$ cat src/rtl/lrcc_pkg.sv
// lrcc_pkg: shared types and constants for the led ring clock controller
// no dependencies; imported by the interfaces, the button debouncer and the top level
`default_nettype none

package lrcc_pkg;

  // ring geometry
  localparam int RING_LEDS = 12;
  localparam int POS_W     = 4;
  localparam logic [POS_W-1:0] RING_LAST = POS_W'(11);

  // configuration register file
  localparam int CFG_INDEX_W = 4;
  localparam int CFG_DATA_W  = 24;
  localparam int DEB_W       = 16;
  localparam int LONG_W      = 20;
  localparam int FLASH_W     = 16;
  localparam int ADV_W       = 24;

  localparam logic [CFG_INDEX_W-1:0] CFG_DEBOUNCE   = CFG_INDEX_W'(0);
  localparam logic [CFG_INDEX_W-1:0] CFG_LONG_PRESS = CFG_INDEX_W'(1);
  localparam logic [CFG_INDEX_W-1:0] CFG_FLASH      = CFG_INDEX_W'(2);
  localparam logic [CFG_INDEX_W-1:0] CFG_ADVANCE    = CFG_INDEX_W'(3);

  localparam logic [DEB_W-1:0]   DEBOUNCE_RESET   = DEB_W'(20);
  localparam logic [LONG_W-1:0]  LONG_PRESS_RESET = LONG_W'(4000);
  localparam logic [FLASH_W-1:0] FLASH_RESET      = FLASH_W'(1000);
  localparam logic [ADV_W-1:0]   ADVANCE_RESET    = ADV_W'(4000);

  // operating modes
  typedef enum logic [1:0] {
    MODE_RUN    = 2'd0,
    MODE_HOUR   = 2'd1,
    MODE_MINUTE = 2'd2,
    MODE_BRIGHT = 2'd3
  } mode_t;

  // button debouncer phases, one-hot
  typedef enum logic [3:0] {
    PH_IDLE        = 4'b0001,
    PH_DEB_PRESS   = 4'b0010,
    PH_PRESSED     = 4'b0100,
    PH_DEB_RELEASE = 4'b1000
  } button_phase_t;

  // press events raised by the debouncer for the current tick
  typedef struct packed {
    logic short_press;
    logic long_press;
  } btn_event_t;

endpackage

`default_nettype wire

$ cat src/rtl/lrcc_if.sv
// lrcc_if: valid/ready channel interfaces for ticks, results and config writes
// depends on lrcc_pkg for field widths
`default_nettype none

interface lrcc_tick_if import lrcc_pkg::*; ();
  logic valid;
  logic ready;
  logic button_pressed;

  modport source (output valid, output button_pressed, input ready);
  modport sink   (input valid, input button_pressed, output ready);
endinterface

interface lrcc_result_if import lrcc_pkg::*; ();
  logic                 valid;
  logic                 ready;
  logic [RING_LEDS-1:0] outer_leds;
  logic [RING_LEDS-1:0] inner_leds;
  logic [1:0]           mode;
  logic [POS_W-1:0]     hour_position;
  logic [POS_W-1:0]     minute_position;

  modport source (output valid, output outer_leds, output inner_leds, output mode,
                  output hour_position, output minute_position, input ready);
  modport sink   (input valid, input outer_leds, input inner_leds, input mode,
                  input hour_position, input minute_position, output ready);
endinterface

interface lrcc_cfg_if import lrcc_pkg::*; ();
  logic                   valid;
  logic                   ready;
  logic [CFG_INDEX_W-1:0] reg_index;
  logic [CFG_DATA_W-1:0]  wdata;

  modport source (output valid, output reg_index, output wdata, input ready);
  modport sink   (input valid, input reg_index, input wdata, output ready);
endinterface

`default_nettype wire

$ cat src/rtl/lrcc_button.sv
// lrcc_button: four-phase button debouncer with short and long press detection
// depends on lrcc_pkg (phase enum, event struct, counter widths)
`default_nettype none

module lrcc_button import lrcc_pkg::*; (
  input  wire logic              clk,
  input  wire logic              rst,
  input  wire logic              tick,
  input  wire logic              pressed,
  input  wire logic [DEB_W-1:0]  debounce_ticks,
  input  wire logic [LONG_W-1:0] long_press_ticks,
  output btn_event_t             events
);

  button_phase_t     button_phase, button_phase_next;
  logic [DEB_W-1:0]  debounce_count, debounce_count_next;
  logic [LONG_W-1:0] press_count, press_count_next;
  logic              long_sent, long_sent_next;

  logic [DEB_W-1:0]  deb_bumped;
  logic [LONG_W-1:0] press_bumped;

  // saturating counters
  assign deb_bumped   = (debounce_count == {DEB_W{1'b1}}) ? debounce_count
                                                            : debounce_count + DEB_W'(1);
  assign press_bumped = (press_count < long_press_ticks) ? press_count + LONG_W'(1)
                                                         : press_count;

  // phase transitions and events
  always_comb begin
    button_phase_next   = button_phase;
    debounce_count_next = debounce_count;
    press_count_next    = press_count;
    long_sent_next      = long_sent;
    events              = '0;
    unique case (button_phase)
      PH_IDLE: begin
        if (pressed) begin
          button_phase_next   = PH_DEB_PRESS;
          debounce_count_next = DEB_W'(1);
        end
      end
      PH_DEB_PRESS: begin
        if (pressed) begin
          debounce_count_next = deb_bumped;
          if (deb_bumped >= debounce_ticks) begin
            button_phase_next = PH_PRESSED;
            press_count_next  = '0;
            long_sent_next    = 1'b0;
          end
        end else begin
          button_phase_next   = PH_IDLE;
          debounce_count_next = '0;
        end
      end
      PH_PRESSED: begin
        if (pressed) begin
          press_count_next = press_bumped;
          if (!long_sent && press_bumped >= long_press_ticks) begin
            events.long_press = 1'b1;
            long_sent_next    = 1'b1;
          end
        end else begin
          button_phase_next   = PH_DEB_RELEASE;
          debounce_count_next = DEB_W'(1);
        end
      end
      PH_DEB_RELEASE: begin
        if (!pressed) begin
          debounce_count_next = deb_bumped;
          if (deb_bumped >= debounce_ticks) begin
            events.short_press  = !long_sent;
            button_phase_next   = PH_IDLE;
            debounce_count_next = '0;
          end
        end else begin
          button_phase_next = PH_PRESSED;
          press_count_next  = '0;
          long_sent_next    = 1'b0;
        end
      end
      default: begin
        button_phase_next   = PH_IDLE;
        debounce_count_next = '0;
      end
    endcase
    if (!tick) begin
      events = '0;
    end
  end

  // state registers, updated once per accepted tick
  always_ff @(posedge clk) begin
    if (rst) begin
      button_phase   <= PH_IDLE;
      debounce_count <= '0;
      press_count    <= '0;
      long_sent      <= 1'b0;
    end else if (tick) begin
      button_phase   <= button_phase_next;
      debounce_count <= debounce_count_next;
      press_count    <= press_count_next;
      long_sent      <= long_sent_next;
    end
  end

endmodule

`default_nettype wire

$ cat src/rtl/led_ring_clock_controller_unit.sv
// led_ring_clock_controller_unit: top level of the led ring clock controller
// depends on lrcc_pkg, the channel interfaces in lrcc_if and lrcc_button
//
// Usage:
//   tick    - one request per wakeup tick, carrying the raw button level
//   result  - one request per tick: both ring masks (one-hot or blank), the
//             mode and the hour and minute positions the masks were drawn from
//   cfg     - register writes (debounce, long press, flash and advance
//             thresholds), always ready; write only while the block is idle
// A result is registered and appears in the cycle after its tick is accepted.
// Throughput: one tick per cycle unless stalled; every update is a compare, an
//   increment or a small mux on state registers, finished in the cycle of acceptance.
// A single output register holds the result; tick.ready stays high while
//   that register is empty or being taken, so a stalled receiver holds off
//   further ticks only once a result is waiting.
// Reset (synchronous, rst high): thresholds return to 20, 4000, 1000 and
//   4000, mode to normal, positions to twelve o'clock, full brightness,
//   and the result register empties.
`default_nettype none

module led_ring_clock_controller_unit import lrcc_pkg::*; #(
  parameter int BRIGHTNESS_LEVELS = 8
) (
  input  wire logic     clk,
  input  wire logic     rst,
  lrcc_tick_if.sink     tick,
  lrcc_result_if.source result,
  lrcc_cfg_if.sink      cfg
);

  localparam int BW = (BRIGHTNESS_LEVELS > 1) ? $clog2(BRIGHTNESS_LEVELS) : 1;
  localparam logic [BW:0]   LEVELS_EXT  = (BW+1)'(BRIGHTNESS_LEVELS);
  localparam logic [BW-1:0] BRIGHT_TOP  = BW'(BRIGHTNESS_LEVELS - 1);

  // configuration registers
  logic [DEB_W-1:0]   debounce_ticks;
  logic [LONG_W-1:0]  long_press_ticks;
  logic [FLASH_W-1:0] blink_ticks;
  logic [ADV_W-1:0]   ticks_per_advance;

  // clock state
  mode_t              mode_reg, mode_next;
  logic [FLASH_W-1:0] flash_count, flash_count_next;
  logic               flash_visible, flash_visible_next;
  logic [BW-1:0]      brightness, brightness_next;
  logic [BW-1:0]      brightness_phase, brightness_phase_next;
  logic [1:0]         pwm_phase;
  logic [ADV_W-1:0]   advance_count, advance_count_next;
  logic [POS_W-1:0]   hour_index, hour_index_next;
  logic [POS_W-1:0]   minute_index, minute_index_next;

  // result register
  logic                 out_valid;
  logic [RING_LEDS-1:0] outer_leds, outer_leds_next;
  logic [RING_LEDS-1:0] inner_leds, inner_leds_next;
  logic [1:0]           mode_out;
  logic [POS_W-1:0]     hour_position, minute_position;

  logic       accept;
  btn_event_t events;

  logic [FLASH_W-1:0] flash_base, flash_inc;
  logic               flash_vis_base;
  logic [POS_W-1:0]   hour_edit, minute_edit;
  logic [BW:0]        bright_inc, bphase_inc;
  logic [ADV_W-1:0]   advance_inc;
  logic               hour_shown, minute_shown, lit;

  assign accept      = tick.valid && tick.ready;
  assign tick.ready  = !out_valid || result.ready;
  assign cfg.ready   = 1'b1;

  lrcc_button u_button (
    .clk              (clk),
    .rst              (rst),
    .tick             (accept),
    .pressed          (tick.button_pressed),
    .debounce_ticks   (debounce_ticks),
    .long_press_ticks (long_press_ticks),
    .events           (events)
  );

  // configuration writes, unknown indexes ignored
  always_ff @(posedge clk) begin
    if (rst) begin
      debounce_ticks     <= DEBOUNCE_RESET;
      long_press_ticks   <= LONG_PRESS_RESET;
      blink_ticks        <= FLASH_RESET;
      ticks_per_advance  <= ADVANCE_RESET;
    end else if (cfg.valid) begin
      unique case (cfg.reg_index)
        CFG_DEBOUNCE:   debounce_ticks     <= cfg.wdata[DEB_W-1:0];
        CFG_LONG_PRESS: long_press_ticks   <= cfg.wdata[LONG_W-1:0];
        CFG_FLASH:      blink_ticks        <= cfg.wdata[FLASH_W-1:0];
        CFG_ADVANCE:    ticks_per_advance  <= cfg.wdata[ADV_W-1:0];
        default: ;
      endcase
    end
  end

  // mode change, edits, flash, brightness phase, masks and clock advance
  always_comb begin
    mode_next      = events.long_press ? mode_t'(mode_reg + 2'd1) : mode_reg;
    flash_base     = events.long_press ? '0 : flash_count;
    flash_vis_base = events.long_press ? 1'b1 : flash_visible;

    // short press edit in the set modes
    hour_edit       = hour_index;
    minute_edit     = minute_index;
    brightness_next = brightness;
    bright_inc      = {1'b0, brightness} + (BW+1)'(1);
    if (events.short_press) begin
      case (mode_next)
        MODE_HOUR:   hour_edit   = (hour_index >= RING_LAST) ? '0 : hour_index + POS_W'(1);
        MODE_MINUTE: minute_edit = (minute_index >= RING_LAST) ? '0
                                                               : minute_index + POS_W'(1);
        MODE_BRIGHT: brightness_next = (bright_inc >= LEVELS_EXT) ? '0 : bright_inc[BW-1:0];
        default: ;
      endcase
    end

    // blink timer
    flash_inc = flash_base + FLASH_W'(1);
    if (flash_inc >= blink_ticks) begin
      flash_count_next   = '0;
      flash_visible_next = !flash_vis_base;
    end else begin
      flash_count_next   = flash_inc;
      flash_visible_next = flash_vis_base;
    end

    // brightness phase
    bphase_inc            = {1'b0, brightness_phase} + (BW+1)'(1);
    brightness_phase_next = (bphase_inc >= LEVELS_EXT) ? '0 : bphase_inc[BW-1:0];

    // blanking of the ring being edited
    hour_shown   = 1'b1;
    minute_shown = 1'b1;
    if (!flash_visible_next) begin
      case (mode_next)
        MODE_HOUR:   hour_shown = 1'b0;
        MODE_MINUTE: minute_shown = 1'b0;
        MODE_BRIGHT: begin
          hour_shown   = 1'b0;
          minute_shown = 1'b0;
        end
        default: ;
      endcase
    end

    lit             = (pwm_phase == 2'd0) && (brightness_phase_next <= brightness_next);
    outer_leds_next = (lit && hour_shown) ? RING_LEDS'(1) << hour_edit : '0;
    inner_leds_next = (lit && minute_shown) ? RING_LEDS'(1) << minute_edit : '0;

    // minute step in normal mode with carry into the hour ring
    hour_index_next    = hour_edit;
    minute_index_next  = minute_edit;
    advance_inc        = advance_count + ADV_W'(1);
    advance_count_next = '0;
    if (mode_next == MODE_RUN) begin
      if (advance_inc >= ticks_per_advance) begin
        if (minute_edit >= RING_LAST) begin
          minute_index_next = '0;
          hour_index_next   = (hour_edit >= RING_LAST) ? '0 : hour_edit + POS_W'(1);
        end else begin
          minute_index_next = minute_edit + POS_W'(1);
        end
      end else begin
        advance_count_next = advance_inc;
      end
    end
  end

  // state update per accepted tick
  always_ff @(posedge clk) begin
    if (rst) begin
      mode_reg         <= MODE_RUN;
      flash_count      <= '0;
      flash_visible    <= 1'b1;
      brightness       <= BRIGHT_TOP;
      brightness_phase <= '0;
      pwm_phase        <= 2'd0;
      advance_count    <= '0;
      hour_index       <= '0;
      minute_index     <= '0;
    end else if (accept) begin
      mode_reg         <= mode_next;
      flash_count      <= flash_count_next;
      flash_visible    <= flash_visible_next;
      brightness       <= brightness_next;
      brightness_phase <= brightness_phase_next;
      pwm_phase        <= pwm_phase + 2'd1;
      advance_count    <= advance_count_next;
      hour_index       <= hour_index_next;
      minute_index     <= minute_index_next;
    end
  end

  // result register control
  always_ff @(posedge clk) begin
    if (rst) begin
      out_valid <= 1'b0;
    end else if (accept) begin
      out_valid <= 1'b1;
    end else if (result.ready) begin
      out_valid <= 1'b0;
    end
  end

  // result register payload
  always_ff @(posedge clk) begin
    if (accept) begin
      outer_leds      <= outer_leds_next;
      inner_leds      <= inner_leds_next;
      mode_out        <= mode_next;
      hour_position   <= hour_edit;
      minute_position <= minute_edit;
    end
  end

  assign result.valid           = out_valid;
  assign result.outer_leds      = outer_leds;
  assign result.inner_leds      = inner_leds;
  assign result.mode            = mode_out;
  assign result.hour_position   = hour_position;
  assign result.minute_position = minute_position;

endmodule

`default_nettype wire

$ cat src/flat_wrapper.sv
// flat-port wrapper written by rule: the top's interface ports become plain ports
module led_ring_clock_controller_unit_flat import lrcc_pkg::*;
#(
  parameter int BRIGHTNESS_LEVELS = 8
)
  (clk, rst, tick_valid, tick_button_pressed, tick_ready, result_valid, result_outer_leds, result_inner_leds, result_mode, result_hour_position, result_minute_position, result_ready, cfg_valid, cfg_reg_index, cfg_wdata, cfg_ready);
  lrcc_tick_if tick_i ();
  lrcc_result_if result_i ();
  lrcc_cfg_if cfg_i ();
  input  wire logic clk;
  input  wire logic rst;
  input wire logic [$bits(tick_i.valid)-1:0] tick_valid;
  input wire logic [$bits(tick_i.button_pressed)-1:0] tick_button_pressed;
  output wire logic [$bits(tick_i.ready)-1:0] tick_ready;
  output wire logic [$bits(result_i.valid)-1:0] result_valid;
  output wire logic [$bits(result_i.outer_leds)-1:0] result_outer_leds;
  output wire logic [$bits(result_i.inner_leds)-1:0] result_inner_leds;
  output wire logic [$bits(result_i.mode)-1:0] result_mode;
  output wire logic [$bits(result_i.hour_position)-1:0] result_hour_position;
  output wire logic [$bits(result_i.minute_position)-1:0] result_minute_position;
  input wire logic [$bits(result_i.ready)-1:0] result_ready;
  input wire logic [$bits(cfg_i.valid)-1:0] cfg_valid;
  input wire logic [$bits(cfg_i.reg_index)-1:0] cfg_reg_index;
  input wire logic [$bits(cfg_i.wdata)-1:0] cfg_wdata;
  output wire logic [$bits(cfg_i.ready)-1:0] cfg_ready;
  assign tick_i.valid = tick_valid;
  assign tick_i.button_pressed = tick_button_pressed;
  assign tick_ready = tick_i.ready;
  assign result_valid = result_i.valid;
  assign result_outer_leds = result_i.outer_leds;
  assign result_inner_leds = result_i.inner_leds;
  assign result_mode = result_i.mode;
  assign result_hour_position = result_i.hour_position;
  assign result_minute_position = result_i.minute_position;
  assign result_i.ready = result_ready;
  assign cfg_i.valid = cfg_valid;
  assign cfg_i.reg_index = cfg_reg_index;
  assign cfg_i.wdata = cfg_wdata;
  assign cfg_ready = cfg_i.ready;
  led_ring_clock_controller_unit #(.BRIGHTNESS_LEVELS(BRIGHTNESS_LEVELS)) u_core (.clk(clk), .rst(rst), .tick(tick_i), .result(result_i), .cfg(cfg_i));
endmodule
$ cat config.mk
export PLATFORM = sky130hd
export DESIGN_NAME = led_ring_clock_controller_unit_flat
export DESIGN_NICKNAME = d
export VERILOG_FILES = /design/src/rtl/lrcc_pkg.sv /design/src/rtl/lrcc_if.sv /design/src/rtl/lrcc_button.sv /design/src/rtl/led_ring_clock_controller_unit.sv /design/src/flat_wrapper.sv
export SDC_FILE = /design/constraint.sdc
export NUM_CORES = 1
export LEC_CHECK = 0
export ABC_AREA = 1
export BUFFER_PORTS_ARGS = -buffer_cell sky130_fd_sc_hd__buf_2
export CAP_MARGIN = 20
export CORE_MARGIN = 10
export CORE_UTILIZATION = 62
export DETAILED_ROUTE_END_ITERATION = 8
export GPL_TIMING_DRIVEN = 0
export PLACE_DENSITY = 0.8
export SLEW_MARGIN = 5
export SYNTH_ARGS = -nofsm -noshare
export SYNTH_HDL_FRONTEND = slang
export SYNTH_HIERARCHICAL = 1
export SYNTH_SLANG_ARGS = --single-unit
export TNS_END_PERCENT = 20
$ cat constraint.sdc
create_clock -name clk -period 11.46 [get_ports clk]
set_clock_uncertainty 0.2 [all_clocks]
set_input_delay 0.573 -clock clk [delete_from_list [all_inputs] [get_ports clk]]
set_output_delay 0.573 -clock clk [all_outputs]
set_load 0.1 [all_outputs]
==> results_dict.tcl <==
set metrics [dict create \
    run_status "complete, no violations" \
    max-slew-margin-rel_pct 37.4 \
    route.detailed.vias_per_inst 5.40 \
    place_congestion 0.953 \
    detail_route.iter0.violations 995 \
    synth_top_area_share_pct 26.8 \
    grt_max_degree 38 \
    placeable_core_region_um2 21000 \
    layout_worst_path_cycle_share_pct 61.0 \
    criticalPathCategory "reg -> reg" \
    post_synth_inst_count 1884 \
    area_delta_synth_final_pct 11.9 \
    postLayoutCellArea_um2 14800 \
    synth-warning-count 6 \
    routed.top_layer "met4" \
    route.layer.met1.wl_um 14900 \
    holdBufCountCts 0 \
    antenna_cells 0 \
    max_stage_delay_ps 490 \
    pwr-share-comb_pct 11.3 \
    synth.lib_cells_used.distinct 47 \
    worst_hold_endpoint "u_core/long_press_ticks[16]" \
    cts_resized 0 \
    postSynthRegisterBits 211 \
    met2_length_um 15600 \
    most_area_consuming_cells_after_synthesis "dfxtp_1, nand2_1, ha_1" \
    synth_common_cells "nand2_1, inv_1, nor2_1" \
    initial_core_util_pct 62.9 \
    tritoncts_num_sinks 211 \
    rsz0062_at_grt "false" \
    reg_top3 "u_core/advance_count (24), u_core/ticks_per_advance (24)" \
    report.final.hold_viol_count 0 \
    timing.critical_path.slowest_stage_cell "dfxtp_1" \
    p_sw_share_pct 26.9 \
    synth_seq_area_share_pct 34.5 \
    post-cts-setup-buffer-count 0 \
    detail_route.wl_per_cell_um 14.8 \
    cts_max_level 1 \
    synthesis.nets 2035 \
    ctsLongestPathBuffers 3 \
    cell_internal_pwr_mw 1.32 \
    power-per-cell-area_nw_per_um2 122 \
    drt_wl_total_um 33600 \
    hold-path-cell-count 3 \
    dieArea_um2 27600 \
    grt_first_pass_wirelength_um 55300 \
    cap_viol_max_count 0 \
    timing_worst_slew_pin_value_ps 931 \
    detailed_place_hpwl_um 25400 \
    seq_power_share_pct 43.4 \
    ff2ff_setup_slack_ps 4470 \
    setup_viol_count_final 0 \
    ratio_of_cells_with_drive_above_1_in_the_final_layout_pct 10.7 \
    leakage_nw 6.80 \
    ff2ff_path_depth 45 \
    floorplan.die.height_um 166 \
    synth_enable_flop_cells 34 \
    switching_power_mw 0.486 \
    clock_latency_ps 530 \
    worst_hold_startpoint "cfg_wdata[16]" \
    route.vias.total 12300 \
    worst_r2r_startpoint "u_core/u_button/press_count[6]" \
    slew_viol_final 0 \
    metal3_wl_um 2390 \
    detail_route.drc_violations 0 \
    crit_arrival_ps 7250 \
    hp-class "in -> reg" \
    post_synth.cell_area_avg_um2 7.01 \
    worstSetupStartpointType "register" \
    final.setup.tns_ps 0 \
    peakVddDrop_uv 106 \
    placedInstanceArea_um2 13900 \
    place.port_buffers 68 \
    postRouteAntennaNets 0 \
    worst_setup_path_end_kind "register" \
    die_width_um 166 \
    cts_inserted_buffers 25 \
    clk_root_buffer_cell "clkbuf_16" \
    dominant_cell_type_by_count_on_the_critical_path "nand2_1" \
    global_route.usage.total_pct 23.3 \
    synthMostInstantiatedCell "nand2_1" \
    grt_pass1_vias 11600 \
    layout.nets 2131 \
    clkTransAtPathRegs_ps 60 \
    core.rowCount 53 \
    fmax_mhz 143 \
    detail_route.first_pass.iterations 6 \
    power.clock.fraction_pct 45.3 \
    netlist_area_um2 13200 \
    boundaryPins 71 \
    timing.critical_path.fanout_max 10 \
    grt_remaining_overflow 0 \
    synthDominantAreaCellType "dfxtp_1" \
    cts_tree "done" \
    number_of_antenna_violations_at_the_first_check_in_global_routing 0 \
    synth_async_sr_flop_share_pct 0 \
    timing.final.crit_period_ps 6990 \
    worstPathRequired_ps 11720 \
    r2r_end "u_core/flash_count[3]" \
    synth_ff_type "dfxtp_1" \
]
[per-layer routing]
layer | vias to the layer above | track usage [%]
met5 | - | 0
met4 | 0 | 6.47
li1 | 6216 | -
met2 | 390 | 39.5
met3 | 55 | 3.43
met1 | 5621 | 30.2
[worst max-delay path: cells and delay by family, from the launching register on]
family	cells	cell delay, ps
buffers and inverters	10	1260
AOI/OAI and AO/OA	5	800
DFF	1	490
and+or+nand+nor	26	3060
adders and majority gates	4	1080
[cell type report]
class / count / area, um^2
multi-input combinational: 1343 / 7330
fill: 1769 / 6240
sequential: 211 / 4560
inverter: 270 / 1020
clock buffer: 37 / 752
timing repair buffer: 69 / 360
tap: 275 / 344
buffer: 60 / 302
clock inverter: 8 / 103
[worst max-delay path by stage]
stage,start,to,slack (ps),cells past startpoint
2_1_floorplan,u_core/result.valid,u_core/result.inner_leds[4],4960,16
3_3_place_gp,result_ready,u_core/result.inner_leds[7],3990,18
3_5_place_dp,u_core/u_button/press_count[6],u_core/flash_count[2],4650,45
4_1_cts,u_core/u_button/press_count[6],u_core/flash_count[3],4540,45
5_1_grt,u_core/u_button/press_count[6],u_core/flash_count[3],3810,45
6_report,u_core/u_button/press_count[6],u_core/flash_count[3],4470,45
[layout by cell type (no fill, tap or decap), types with 4 or more instances in the layout]
cell and count:
a21o_1 5, a21oi_1 178, a21oi_2 9, a22oi_1 4
buf_2 75, buf_4 6, buf_6 6, clkbuf_1 43
clkbuf_16 26, clkbuf_8 6, dfxtp_1 177, edfxtp_1 34
ha_1 117, inv_1 251, inv_2 16, nand2_1 460
nand2_2 16, nand3_1 74, nand3_2 7, nand4_1 29
nor2_1 228, nor2_2 12, nor2_4 8, nor3_1 16
o211ai_1 8, o21ai_0 81, o21ai_1 10, xnor2_1 10
xor2_1 46
[power by group through the flow]
stage               combinational, mW  sequential (mW)  clock [mW]
floorplan                       0.100            0.846           0
global placement                0.196            0.799           0
detailed placement              0.201            0.799           0
CTS                             0.203            0.783       0.828
global route                    0.223            0.785       0.861
finish                          0.204            0.784       0.818
[per-stage QoR]
step / setup WS (ps) / utilization (%) / total power, mW / hold slack [ps] / instances
after global routing: 3810 / 70.3 / 1.87 / 131 / 2273
after global placement: 3990 / 66.1 / 0.995 / 240 / 2227
after detailed placement: 4650 / 66.2 / 1.00 / 248 / 2228
after CTS: 4540 / 70.3 / 1.81 / 84.2 / 2273
after floorplan: 4960 / - / 0.946 / 229 / 1884
final: 4470 / 70.3 / 1.81 / 92.9 / 2273
[kinds of logic (layout without fill, tap and decap cells)]
group           count (synthesis)  count (layout)  share of synthesized area [%]
compound gates                301             301                           12.2
simple gates                  866             866                           28.2
xor+xnor                       58              58                           3.96
buf+inv                       330             444                           10.0
flops                         211             211                           34.5
fa+ha+maj                     117             117                           11.1
other cells                     1               1                         0.0284
Note: power is estimated with default switching activity, not from simulation.
